--- config.mk ---
export PLATFORM = sky130hd
export DESIGN_NAME = awf_divider
export DESIGN_NICKNAME = d
export VERILOG_FILES = /design/src/rtl/awf_pkg.sv /design/src/rtl/awf_divider.sv
export SDC_FILE = /design/constraint.sdc
export NUM_CORES = 1
export LEC_CHECK = 0
export ABC_AREA = 1
export BUFFER_PORTS_ARGS = -buffer_cell sky130_fd_sc_hd__buf_2
export CAP_MARGIN = 20
export CORE_ASPECT_RATIO = 0.5
export CORE_MARGIN = 8
export CORE_UTILIZATION = 62
export DETAILED_ROUTE_END_ITERATION = 8
export GPL_TIMING_DRIVEN = 0
export PLACE_DENSITY = 0.85
export SLEW_MARGIN = 40
export SYNTH_ARGS = -nofsm -noshare
export SYNTH_HDL_FRONTEND = slang
export SYNTH_SLANG_ARGS = --single-unit
export TNS_END_PERCENT = 30
--- constraint.sdc ---
create_clock -name clk -period 5.9 [get_ports clk]
set_clock_uncertainty 0.05 [all_clocks]
set_input_delay 0.885 -clock clk [delete_from_list [all_inputs] [get_ports clk]]
set_output_delay 0.885 -clock clk [all_outputs]
set_load 0.01 [all_outputs]
--- src/rtl/awf_pkg.sv ---
`timescale 1ns / 1ps
// ----------------------------------------------------------------------------
// awf_pkg
// types, codes and constants shared by the adaptive wiener filter modules
// ----------------------------------------------------------------------------
package awf_pkg;

    typedef struct packed {
        logic       op;
        logic [7:0] pixel;
    } awf_in_t;

    typedef struct packed {
        logic [7:0] filtered;
        logic       last;
    } awf_out_t;

    localparam logic OP_PIXEL = 1'b0;
    localparam logic OP_FLUSH = 1'b1;

    localparam logic [1:0] REG_NOISE  = 2'd0;
    localparam logic [1:0] REG_WIDTH  = 2'd1;
    localparam logic [1:0] REG_HEIGHT = 2'd2;

    localparam int RING_ROWS = 8;
    localparam int WIN_TAPS  = 25;

    typedef enum logic [2:0] {
        ST_IDLE,
        ST_READ,
        ST_DIV,
        ST_OUT
    } awf_state_t;

    // statistics handed from the window reader to the divider
    typedef struct packed {
        logic [42:0] num;
        logic [41:0] den;
    } awf_div_req_t;

endpackage

--- src/rtl/awf_divider.sv ---
`timescale 1ns / 1ps
// ----------------------------------------------------------------------------
// awf_divider
// restoring divider, one quotient bit per cycle, round half even, saturate
// ----------------------------------------------------------------------------
module awf_divider (
    input  logic                  clk,
    input  logic                  rst_n,
    input  logic                  start,
    input  awf_pkg::awf_div_req_t req,
    output logic                  done,
    output logic [7:0]            quot
);
    import awf_pkg::*;

    // quotient never needs more than 9 bits before saturation test, but the
    // numerator may be far larger: 43 quotient bits are produced
    localparam int QB = 43;

    logic [42:0] num_reg, num_next;
    logic [42:0] q_reg, q_next;
    logic [42:0] rem_reg, rem_next;
    logic [41:0] den_reg, den_next;
    logic [5:0]  cnt_reg, cnt_next;
    logic        busy_reg, busy_next;
    logic        done_reg, done_next;
    logic [7:0]  quot_reg, quot_next;
    logic [43:0] trial;
    logic [43:0] twice_r;
    logic        up;
    logic [43:0] qr;

    always_ff @(posedge clk or negedge rst_n)
    begin
        if (!rst_n)
        begin
            busy_reg <= 1'b0;
            done_reg <= 1'b0;
            cnt_reg  <= '0;
        end
        else
        begin
            busy_reg <= busy_next;
            done_reg <= done_next;
            cnt_reg  <= cnt_next;
        end
    end

    always_ff @(posedge clk)
    begin
        num_reg  <= num_next;
        q_reg    <= q_next;
        rem_reg  <= rem_next;
        den_reg  <= den_next;
        quot_reg <= quot_next;
    end

    always_comb
    begin
        num_next  = num_reg;
        q_next    = q_reg;
        rem_next  = rem_reg;
        den_next  = den_reg;
        cnt_next  = cnt_reg;
        busy_next = busy_reg;
        done_next = 1'b0;
        quot_next = quot_reg;
        trial     = {rem_reg, num_reg[42]} - {2'b00, den_reg};
        twice_r   = {rem_reg, 1'b0};
        up        = 1'b0;
        qr        = '0;
        if (start)
        begin
            num_next  = req.num;
            den_next  = req.den;
            rem_next  = '0;
            q_next    = '0;
            cnt_next  = 6'(QB);
            busy_next = 1'b1;
        end
        else if (busy_reg)
        begin
            if (cnt_reg != 6'd0)
            begin
                if (!trial[43])
                begin
                    rem_next = trial[42:0];
                    q_next   = {q_reg[41:0], 1'b1};
                end
                else
                begin
                    rem_next = {rem_reg[41:0], num_reg[42]};
                    q_next   = {q_reg[41:0], 1'b0};
                end
                num_next = {num_reg[41:0], 1'b0};
                cnt_next = cnt_reg - 6'd1;
            end
            else
            begin
                up = (twice_r > {2'b00, den_reg}) ||
                     ((twice_r == {2'b00, den_reg}) && q_reg[0]);
                qr = {1'b0, q_reg} + {43'd0, up};
                quot_next = (qr > 44'd255) ? 8'hFF : qr[7:0];
                busy_next = 1'b0;
                done_next = 1'b1;
            end
        end
    end

    assign done = done_reg;
    assign quot = quot_reg;
endmodule

Word-level counts from Yosys, hierarchy flattened
Index checks and enable logic that the tools add are counted.
- logic and storage cells: 38
- register bits after elaboration: 187
- input port bits: 88
- output and inout port bits: 9
- bitwise gates (word level): 2
- order comparisons: 2
- equal/unequal tests: 1
- multiplexer cells: 14
- reduce and logical (&&, ||, !) cells: 8
- add/subtract/negate cells: 3
- operators with widths (operator ; number):
    43-bit 2-to-1 mux ; 4
    43-bit by 1-bit adder with 44-bit output ; 1
    44-bit by 42-bit equality test with 1-bit output ; 1
    44-bit by 42-bit greater-than comparator with 1-bit output ; 1
    44-bit by 8-bit greater-than comparator with 1-bit output (second input constant) ; 1
    44-bit by 42-bit subtractor with 44-bit output ; 1
    6-bit 2-to-1 mux ; 3
    1-bit 2-to-1 mux ; 7
    6-bit nonzero test ; 1
    6-bit by 1-bit subtractor with 6-bit output (second input constant) ; 1
    2-bit AND reduction ; 2
    2-bit nonzero test ; 2
    3-bit AND reduction ; 1
    1-bit inverter ; 2
    1-bit logical AND ; 1
    1-bit logical OR ; 1

Longest topological paths before layout
- depth in word-level cells: 5
- depth in mapped cells: 29
- mapped depth without buffers: 29

Worst setup path before layout
No wires, ideal clock.
- path type: register -> register
- start: register den_reg[30]
- end: register quot_reg[6], in the netlist quot[6] (data pin)
- arrival time: 3033 ps
- data required time: 5591 ps
- setup time: 259 ps
- stages on the path, launching flop included: 29
- buffers on the path: 0
- slack: 2558 ps
- clock period less this slack: 3342 ps
- cell sequence: edfxtp_1 -> inv_1 -> ha_1 -> nand2_1 -> nor2_1 -> inv_1 -> nor2_1 -> inv_1 -> nor3_1 -> o21ai_0 -> nand4_1 -> o41ai_1 -> inv_1 -> ha_1 -> nand2_2 -> nor2_8 -> nand2_4 -> nor2_4 -> nand2_1 -> nand2_1 -> nand2_1 -> nor2_1 -> nand2_1 -> nor2_1 -> nand2_1 -> nor2_1 -> nand2_1 -> nand2_4 -> nand2_1
- cells in the longest elaborated chain, start to end: 5
- elaborated cells on any way between the ends: 6
- classes of those cells: add/sub: 1; order compare: 2; eq/ne: 1; reduce/logical: 2
- RTL lines (what ; RTL line ; text):
    from (decl) ; awf_divider.sv:23 ; logic [41:0] den_reg, den_next;
    from (signal assigned) ; awf_divider.sv:54 ; den_reg <= den_next;
    branches (longest 2 deep; another with 44-bit by 42-bit greater-than comparator with 1-bit output) ; - ;
    1-bit logical OR * ; awf_divider.sv:100 ; up = (twice_r > {2'b00, den_reg}) ||
    43-bit by 1-bit adder with 44-bit output * ; awf_divider.sv:102 ; qr = {1'b0, q_reg} + {43'd0, up};
    44-bit by 8-bit greater-than comparator with 1-bit output ; awf_divider.sv:103 ; quot_next = (qr > 44'd255) ? 8'hFF : qr[7:0];
    to (signal assigned) ; awf_divider.sv:55 ; quot_reg <= quot_next;
    to (decl) ; awf_divider.sv:27 ; logic [7:0] quot_reg, quot_next;
Every way passes the cells marked *.
A chain may end at the register's enable or synchronous reset.

Final worst setup path
- start: register den_reg[30]
- end: register quot_reg[2], in the netlist quot[2] (data pin)
Same word-level chain as after synthesis.

==> report_table.html <==
<table>
<tr><th>Metric</th><th>Value</th></tr>
<tr><th colspan="2">Finish</th></tr>
<tr><td>Antenna fix cells</td><td>0</td></tr>
<tr><td>Fraction of layout instances using a drive strength above 1</td><td>about a tenth</td></tr>
<tr><td>Multi-input combinational cell area</td><td>between 6000 and 7000 um2</td></tr>
<tr><td>Layout Area Growth over Synthesis</td><td>11.81%</td></tr>
<tr><td>Final-stage net count</td><td>1966</td></tr>
<tr><td>Sequential cell area</td><td>4715 um2</td></tr>
<tr><td>Count of placed standard cells in the final layout, fillers left out</td><td>2103</td></tr>
<tr><td>Filler Cells Inserted</td><td>approximately 1600</td></tr>
<tr><th colspan="2">Logic synthesis</th></tr>
<tr><td>Number of warnings printed during yosys synthesis</td><td>0</td></tr>
<tr><td>Post-synthesis mux area share</td><td>0%</td></tr>
<tr><td>Synth Instances</td><td>1715</td></tr>
<tr><td>Flop and latch count out of synthesis</td><td>187</td></tr>
<tr><td>Post-Synth Adder-Cell Area</td><td>between 5 and 6%</td></tr>
<tr><td>Number of enable flip-flop cells after synthesis</td><td>between 90 and 100</td></tr>
<tr><td>Synthesized-area fraction occupied by and/or/nand/nor cells</td><td>about 34%</td></tr>
<tr><td>Compound-cell area share of the yosys netlist</td><td>around 9%</td></tr>
<tr><td>Dominant combinational cell family by area after synthesis</td><td>simple AND/OR/NAND/NOR gates</td></tr>
<tr><td>Total nets after synthesis</td><td>1850</td></tr>
<tr><td>Synth Flop Type</td><td>sky130_fd_sc_hd__edfxtp_1</td></tr>
<tr><td>Sequential share of the synthesized area</td><td>between 30% and 40%</td></tr>
<tr><td>Post-Synth XOR/XNOR Area</td><td>roughly 2.8%</td></tr>
<tr><td>Number of distinct library cells after synthesis</td><td>44</td></tr>
<tr><td>Average cell area after synthesis</td><td>slightly below 7 um2</td></tr>
<tr><td>Fraction of registers with async set/reset</td><td>about 4.3%</td></tr>
<tr><td>Post-synthesis cell area</td><td>about 12000 um2</td></tr>
<tr><th colspan="2">Timing</th></tr>
<tr><td>Setup violation total in the final timing report</td><td>0</td></tr>
<tr><td>Hold Fails Final Rpt</td><td>0</td></tr>
<tr><td>Final-report max-slew violation count</td><td>0</td></tr>
<tr><td>Setup repair after global routing missed its margin</td><td>false</td></tr>
<tr><td>Post-route clock period utilization</td><td>~78%</td></tr>
<tr><td>Final critical-path required period</td><td>4.625 ns</td></tr>
<tr><td>Max Clock Freq</td><td>~0.22 GHz</td></tr>
<tr><td>Worst slew margin relative to its limit</td><td>41.88%</td></tr>
<tr><td>Final worst slack</td><td>1.275 ns</td></tr>
<tr><td>Total Neg Setup Slack</td><td>0 ns</td></tr>
<tr><td>Worst slew pin tran</td><td>0.8671 ns</td></tr>
<tr><th colspan="2">Route</th></tr>
<tr><td>Drt initial violations</td><td>roughly 1100</td></tr>
<tr><td>Routed via count</td><td>~12000</td></tr>
<tr><td>Number of search-and-repair iterations in the first detailed-routing pass</td><td>6</td></tr>
<tr><td>Total Routed Length</td><td>about 35 mm</td></tr>
<tr><td>Count of antenna-violating nets left after detailed routing</td><td>0</td></tr>
<tr><td>Routed wire per std cell</td><td>around 16 um</td></tr>
<tr><td>Count of unresolved DRC violations after routing</td><td>0</td></tr>
<tr><td>Detailed-route vias per instance</td><td>approximately 5.5</td></tr>
<tr><th colspan="2">Global routing</th></tr>
<tr><td>Antenna violations before repair</td><td>0</td></tr>
<tr><td>First-pass GRT wire length</td><td>between 50 and 60 mm</td></tr>
<tr><td>Met2 global-route usage</td><td>between 40 and 50%</td></tr>
<tr><td>Vias in the first global route</td><td>approximately 11000</td></tr>
<tr><td>GR Overflow Total</td><td>0</td></tr>
<tr><td>Most utilized layer in the global route result</td><td>met2</td></tr>
<tr><td>Total routing usage reported by global routing</td><td>28.71%</td></tr>
<tr><td>Pin count of the biggest net entering global routing</td><td>between 40 and 50</td></tr>
<tr><td>GR met3 Demand/Resource</td><td>~5.4%</td></tr>
<tr><td>Met1 Use GR</td><td>~38%</td></tr>
<tr><th colspan="2">Power</th></tr>
<tr><td>Power after layout</td><td>slightly above 5 mW</td></tr>
<tr><td>Int Pwr</td><td>roughly 2.9 mW</td></tr>
<tr><td>Fraction of power spent switching nets</td><td>between 40 and 50%</td></tr>
<tr><td>Sequential power share</td><td>about a third</td></tr>
<tr><td>Worst IR Drop VDD</td><td>223.5 uV</td></tr>
<tr><td>P per Cell Area</td><td>379.9 nW/um2</td></tr>
<tr><td>Leak Pwr</td><td>a little over 6 nW</td></tr>
<tr><td>Combinational fraction of design power</td><td>between 40% and 50%</td></tr>
<tr><td>Clock share of power</td><td>22.2%</td></tr>
<tr><td>Net switching component of the power</td><td>2.155 mW</td></tr>
<tr><th colspan="2">Min path</th></tr>
<tr><td>Class of the tightest hold or removal check</td><td>in2async</td></tr>
<tr><th colspan="2">Setup path</th></tr>
<tr><td>Worst endpoint required time</td><td>around 6.1 ns</td></tr>
<tr><td>Signal arrival time at the worst endpoint</td><td>around 4.8 ns</td></tr>
<tr><td>Register-to-Register Setup Slack</td><td>1.27 ns</td></tr>
<tr><td>Worst Path Max Fanout</td><td>8</td></tr>
<tr><td>Destination of the critical timing path</td><td>quot[2]</td></tr>
<tr><td>Slowest cell on the critical path</td><td>sky130_fd_sc_hd__nor3_1</td></tr>
<tr><td>Logic depth of the worst setup path including buffers</td><td>28</td></tr>
<tr><td>Destination of the worst register-to-register timing path</td><td>quot[2]</td></tr>
<tr><td>Worst Reg2Reg Path Length in Cells</td><td>28</td></tr>
<tr><td>Crit. End Element</td><td>flip-flop</td></tr>
<tr><td>Number of buffers and inverters on the critical path</td><td>4</td></tr>
<tr><td>Start point of the critical path</td><td>den_reg[30]</td></tr>
<tr><td>Worst stage delay on the critical path</td><td>0.41 ns</td></tr>
<tr><td>Critical R2R Launch</td><td>den_reg[30]</td></tr>
<tr><td>Worst Setup Start Kind</td><td>flip-flop</td></tr>
<tr><td>Cell mode on critical path</td><td>sky130_fd_sc_hd__nand2_1</td></tr>
<tr><td>Type of the worst setup path</td><td>reg2reg</td></tr>
<tr><td>Cell class contributing the biggest share of worst-path delay</td><td>simple AND/OR/NAND/NOR gates</td></tr>
<tr><th colspan="2">Placed design</th></tr>
<tr><td>Port buffer count</td><td>96</td></tr>
<tr><td>Placed Instances</td><td>~2100</td></tr>
<tr><td>HPWL reported at the end of detailed placement</td><td>about 27 mm</td></tr>
<tr><td>Post-Place Worst Slack</td><td>1.414 ns</td></tr>
<tr><td>Final weighted congestion in routability-driven placement</td><td>about 1</td></tr>
<tr><th colspan="2">Clocking</th></tr>
<tr><td>TritonCTS clock tree</td><td>yes</td></tr>
<tr><td>Post_cts resized</td><td>0</td></tr>
<tr><td>CTS Hold Bufs</td><td>0</td></tr>
<tr><td>Max H-tree Level</td><td>4</td></tr>
<tr><td>Clock buffer count from CTS</td><td>17</td></tr>
<tr><td>Clock latency on the worst-skew pair</td><td>approximately 0.46 ns</td></tr>
<tr><td>Post-CTS setup buffer count</td><td>0</td></tr>
<tr><td>Clock transition at the register clock pins on the worst setup and hold paths after CTS</td><td>~0.070 ns</td></tr>
<tr><td>Number of sinks driven by the clock tree</td><td>187</td></tr>
<tr><td>Maximum clock insertion buffer count</td><td>2</td></tr>
<tr><td>Clock Root Buffer</td><td>sky130_fd_sc_hd__clkbuf_16</td></tr>
<tr><th colspan="2">Run</th></tr>
<tr><td># Max-Cap Violations</td><td>0</td></tr>
<tr><th colspan="2">Floorplanning</th></tr>
<tr><td>I/O pin count</td><td>97</td></tr>
<tr><td>Die outline width</td><td>211.5 um</td></tr>
<tr><td>Die outline height</td><td>between 100 and 150 um</td></tr>
<tr><td>Die Footprint</td><td>between 20000 and 25000 um2</td></tr>
<tr><td>Initial Utilization</td><td>63.83%</td></tr>
<tr><td>Placement row count</td><td>35</td></tr>
<tr><td>Floorplan Core Area</td><td>~19000 um2</td></tr>
<tr><th colspan="2">Outcome</th></tr>
<tr><td>Outcome</td><td>completed</td></tr>
</table>
[worst min-delay path by stage]
stage	endpoint	slack (ns)	from
6_report	cnt_reg[3]	0.21	rst_n
2_1_floorplan	rem_reg[0]	0.40	rem_reg[0]
3_5_place_dp	rem_reg[39]	0.41	rem_reg[39]
3_3_place_gp	rem_reg[37]	0.41	rem_reg[37]
5_1_grt	cnt_reg[3]	0.22	rst_n
4_1_cts	cnt_reg[3]	0.21	rst_n
[per-stage QoR]
stage                     hold slack, ns  cell area, um2  utilization (%)
after floorplan                   0.3988           11850                -
after global placement            0.4126           12660            68.16
after detailed placement          0.4121           12690            68.33
after CTS                         0.2112           13250            71.37
after global routing              0.2173           13250            71.37
final                             0.2099           13250            71.37
[cells in the mapped netlist (2+ instances only)]
library cell / n / share of area (%)
sky130_fd_sc_hd__nand3_1: 112 / 4.7
sky130_fd_sc_hd__nand2_2: 6 / 0.32
sky130_fd_sc_hd__buf_6: 4 / 0.38
sky130_fd_sc_hd__o21a_1: 7 / 0.44
sky130_fd_sc_hd__o21ai_0: 51 / 2.2
sky130_fd_sc_hd__nand4_1: 24 / 1.3
sky130_fd_sc_hd__buf_4: 4 / 0.25
sky130_fd_sc_hd__a31oi_1: 5 / 0.26
sky130_fd_sc_hd__o21ai_1: 12 / 0.51
sky130_fd_sc_hd__nor2_4: 4 / 0.38
sky130_fd_sc_hd__o22ai_1: 44 / 2.3
sky130_fd_sc_hd__nand2_1: 602 / 19
sky130_fd_sc_hd__xnor2_1: 20 / 1.5
sky130_fd_sc_hd__xor2_1: 18 / 1.3
sky130_fd_sc_hd__inv_1: 233 / 7.4
sky130_fd_sc_hd__o21bai_1: 5 / 0.32
sky130_fd_sc_hd__a21oi_1: 58 / 2.4
sky130_fd_sc_hd__a21o_1: 2 / 0.13
sky130_fd_sc_hd__nor2_1: 183 / 5.8
sky130_fd_sc_hd__nor3_1: 17 / 0.72
sky130_fd_sc_hd__nand2_4: 5 / 0.48
sky130_fd_sc_hd__ha_1: 46 / 4.9
sky130_fd_sc_hd__inv_2: 6 / 0.19
sky130_fd_sc_hd__nor2_2: 14 / 0.74
sky130_fd_sc_hd__clkbuf_1: 26 / 0.82
sky130_fd_sc_hd__edfxtp_1: 93 / 24
sky130_fd_sc_hd__dfrtp_1: 8 / 1.7
sky130_fd_sc_hd__dfxtp_1: 86 / 15
sky130_fd_sc_hd__nand3b_1: 2 / 0.13
sky130_fd_sc_hd__nor4_1: 4 / 0.21
[power by group through the flow]
stage	logic [mW]	clock network, mW	registers, mW
6_report	2.24	1.12	1.68
4_1_cts	2.19	1.12	1.68
5_1_grt	2.48	1.17	1.70
3_3_place_gp	2.14	0	1.70
3_5_place_dp	2.16	0	1.70
2_1_floorplan	1.61	0	1.67
[logic make-up after synthesis]
logic type | after synthesis
XOR/XNOR | 38
buffers and inverters | 275
flip-flops | 187
AO/OA/AOI/OAI | 190
AND/OR/NAND/NOR | 978
adder cells (fa/ha/maj) | 47
[routing by layer]
layer / share of wire [%] / routed length [um]
met3: 8.1 / 2810
met2: 46 / 15810
met1: 44 / 15110
met4: 2.7 / 952
met5: 0 / 0
[area by class of cell]
cell class	count	area share, %
multi-input combinational	1253	45.76
timing repair buffer	97	3.796
clock buffer	18	3.239
sequential	187	35.58
tap	259	2.445
inverter	240	6.798
clock inverter	14	1.020
buffer	35	1.369
[cells in the final DEF, fill, tap and decap left out, types with 3 or more instances in the layout]
master	synthesis	layout
sky130_fd_sc_hd__inv_8	0	3
sky130_fd_sc_hd__clkbuf_16	0	17
sky130_fd_sc_hd__buf_4	4	5
sky130_fd_sc_hd__nor2_4	4	4
sky130_fd_sc_hd__nand3_1	112	112
sky130_fd_sc_hd__a21oi_1	58	58
sky130_fd_sc_hd__clkbuf_1	26	26
sky130_fd_sc_hd__o21bai_1	5	5
sky130_fd_sc_hd__inv_1	233	233
sky130_fd_sc_hd__nand2_4	5	5
sky130_fd_sc_hd__buf_6	4	4
sky130_fd_sc_hd__nand2_2	6	6
sky130_fd_sc_hd__dfxtp_1	86	86
sky130_fd_sc_hd__nor3_1	17	16
sky130_fd_sc_hd__inv_2	6	6
sky130_fd_sc_hd__a31oi_1	5	5
sky130_fd_sc_hd__edfxtp_1	93	93
sky130_fd_sc_hd__clkinv_4	0	5
sky130_fd_sc_hd__xnor2_1	20	20
sky130_fd_sc_hd__xor2_1	18	18
sky130_fd_sc_hd__nand2_1	602	602
sky130_fd_sc_hd__nor2_1	183	183
sky130_fd_sc_hd__o21ai_1	12	12
sky130_fd_sc_hd__nor2_2	14	14
sky130_fd_sc_hd__dfrtp_1	8	8
sky130_fd_sc_hd__ha_1	46	46
sky130_fd_sc_hd__buf_2	1	96
sky130_fd_sc_hd__o21a_1	7	7
sky130_fd_sc_hd__o22ai_1	44	44
sky130_fd_sc_hd__nand4_1	24	24
sky130_fd_sc_hd__nor4_1	4	4
sky130_fd_sc_hd__o21ai_0	51	51
Power figures use the tool's default switching activity.
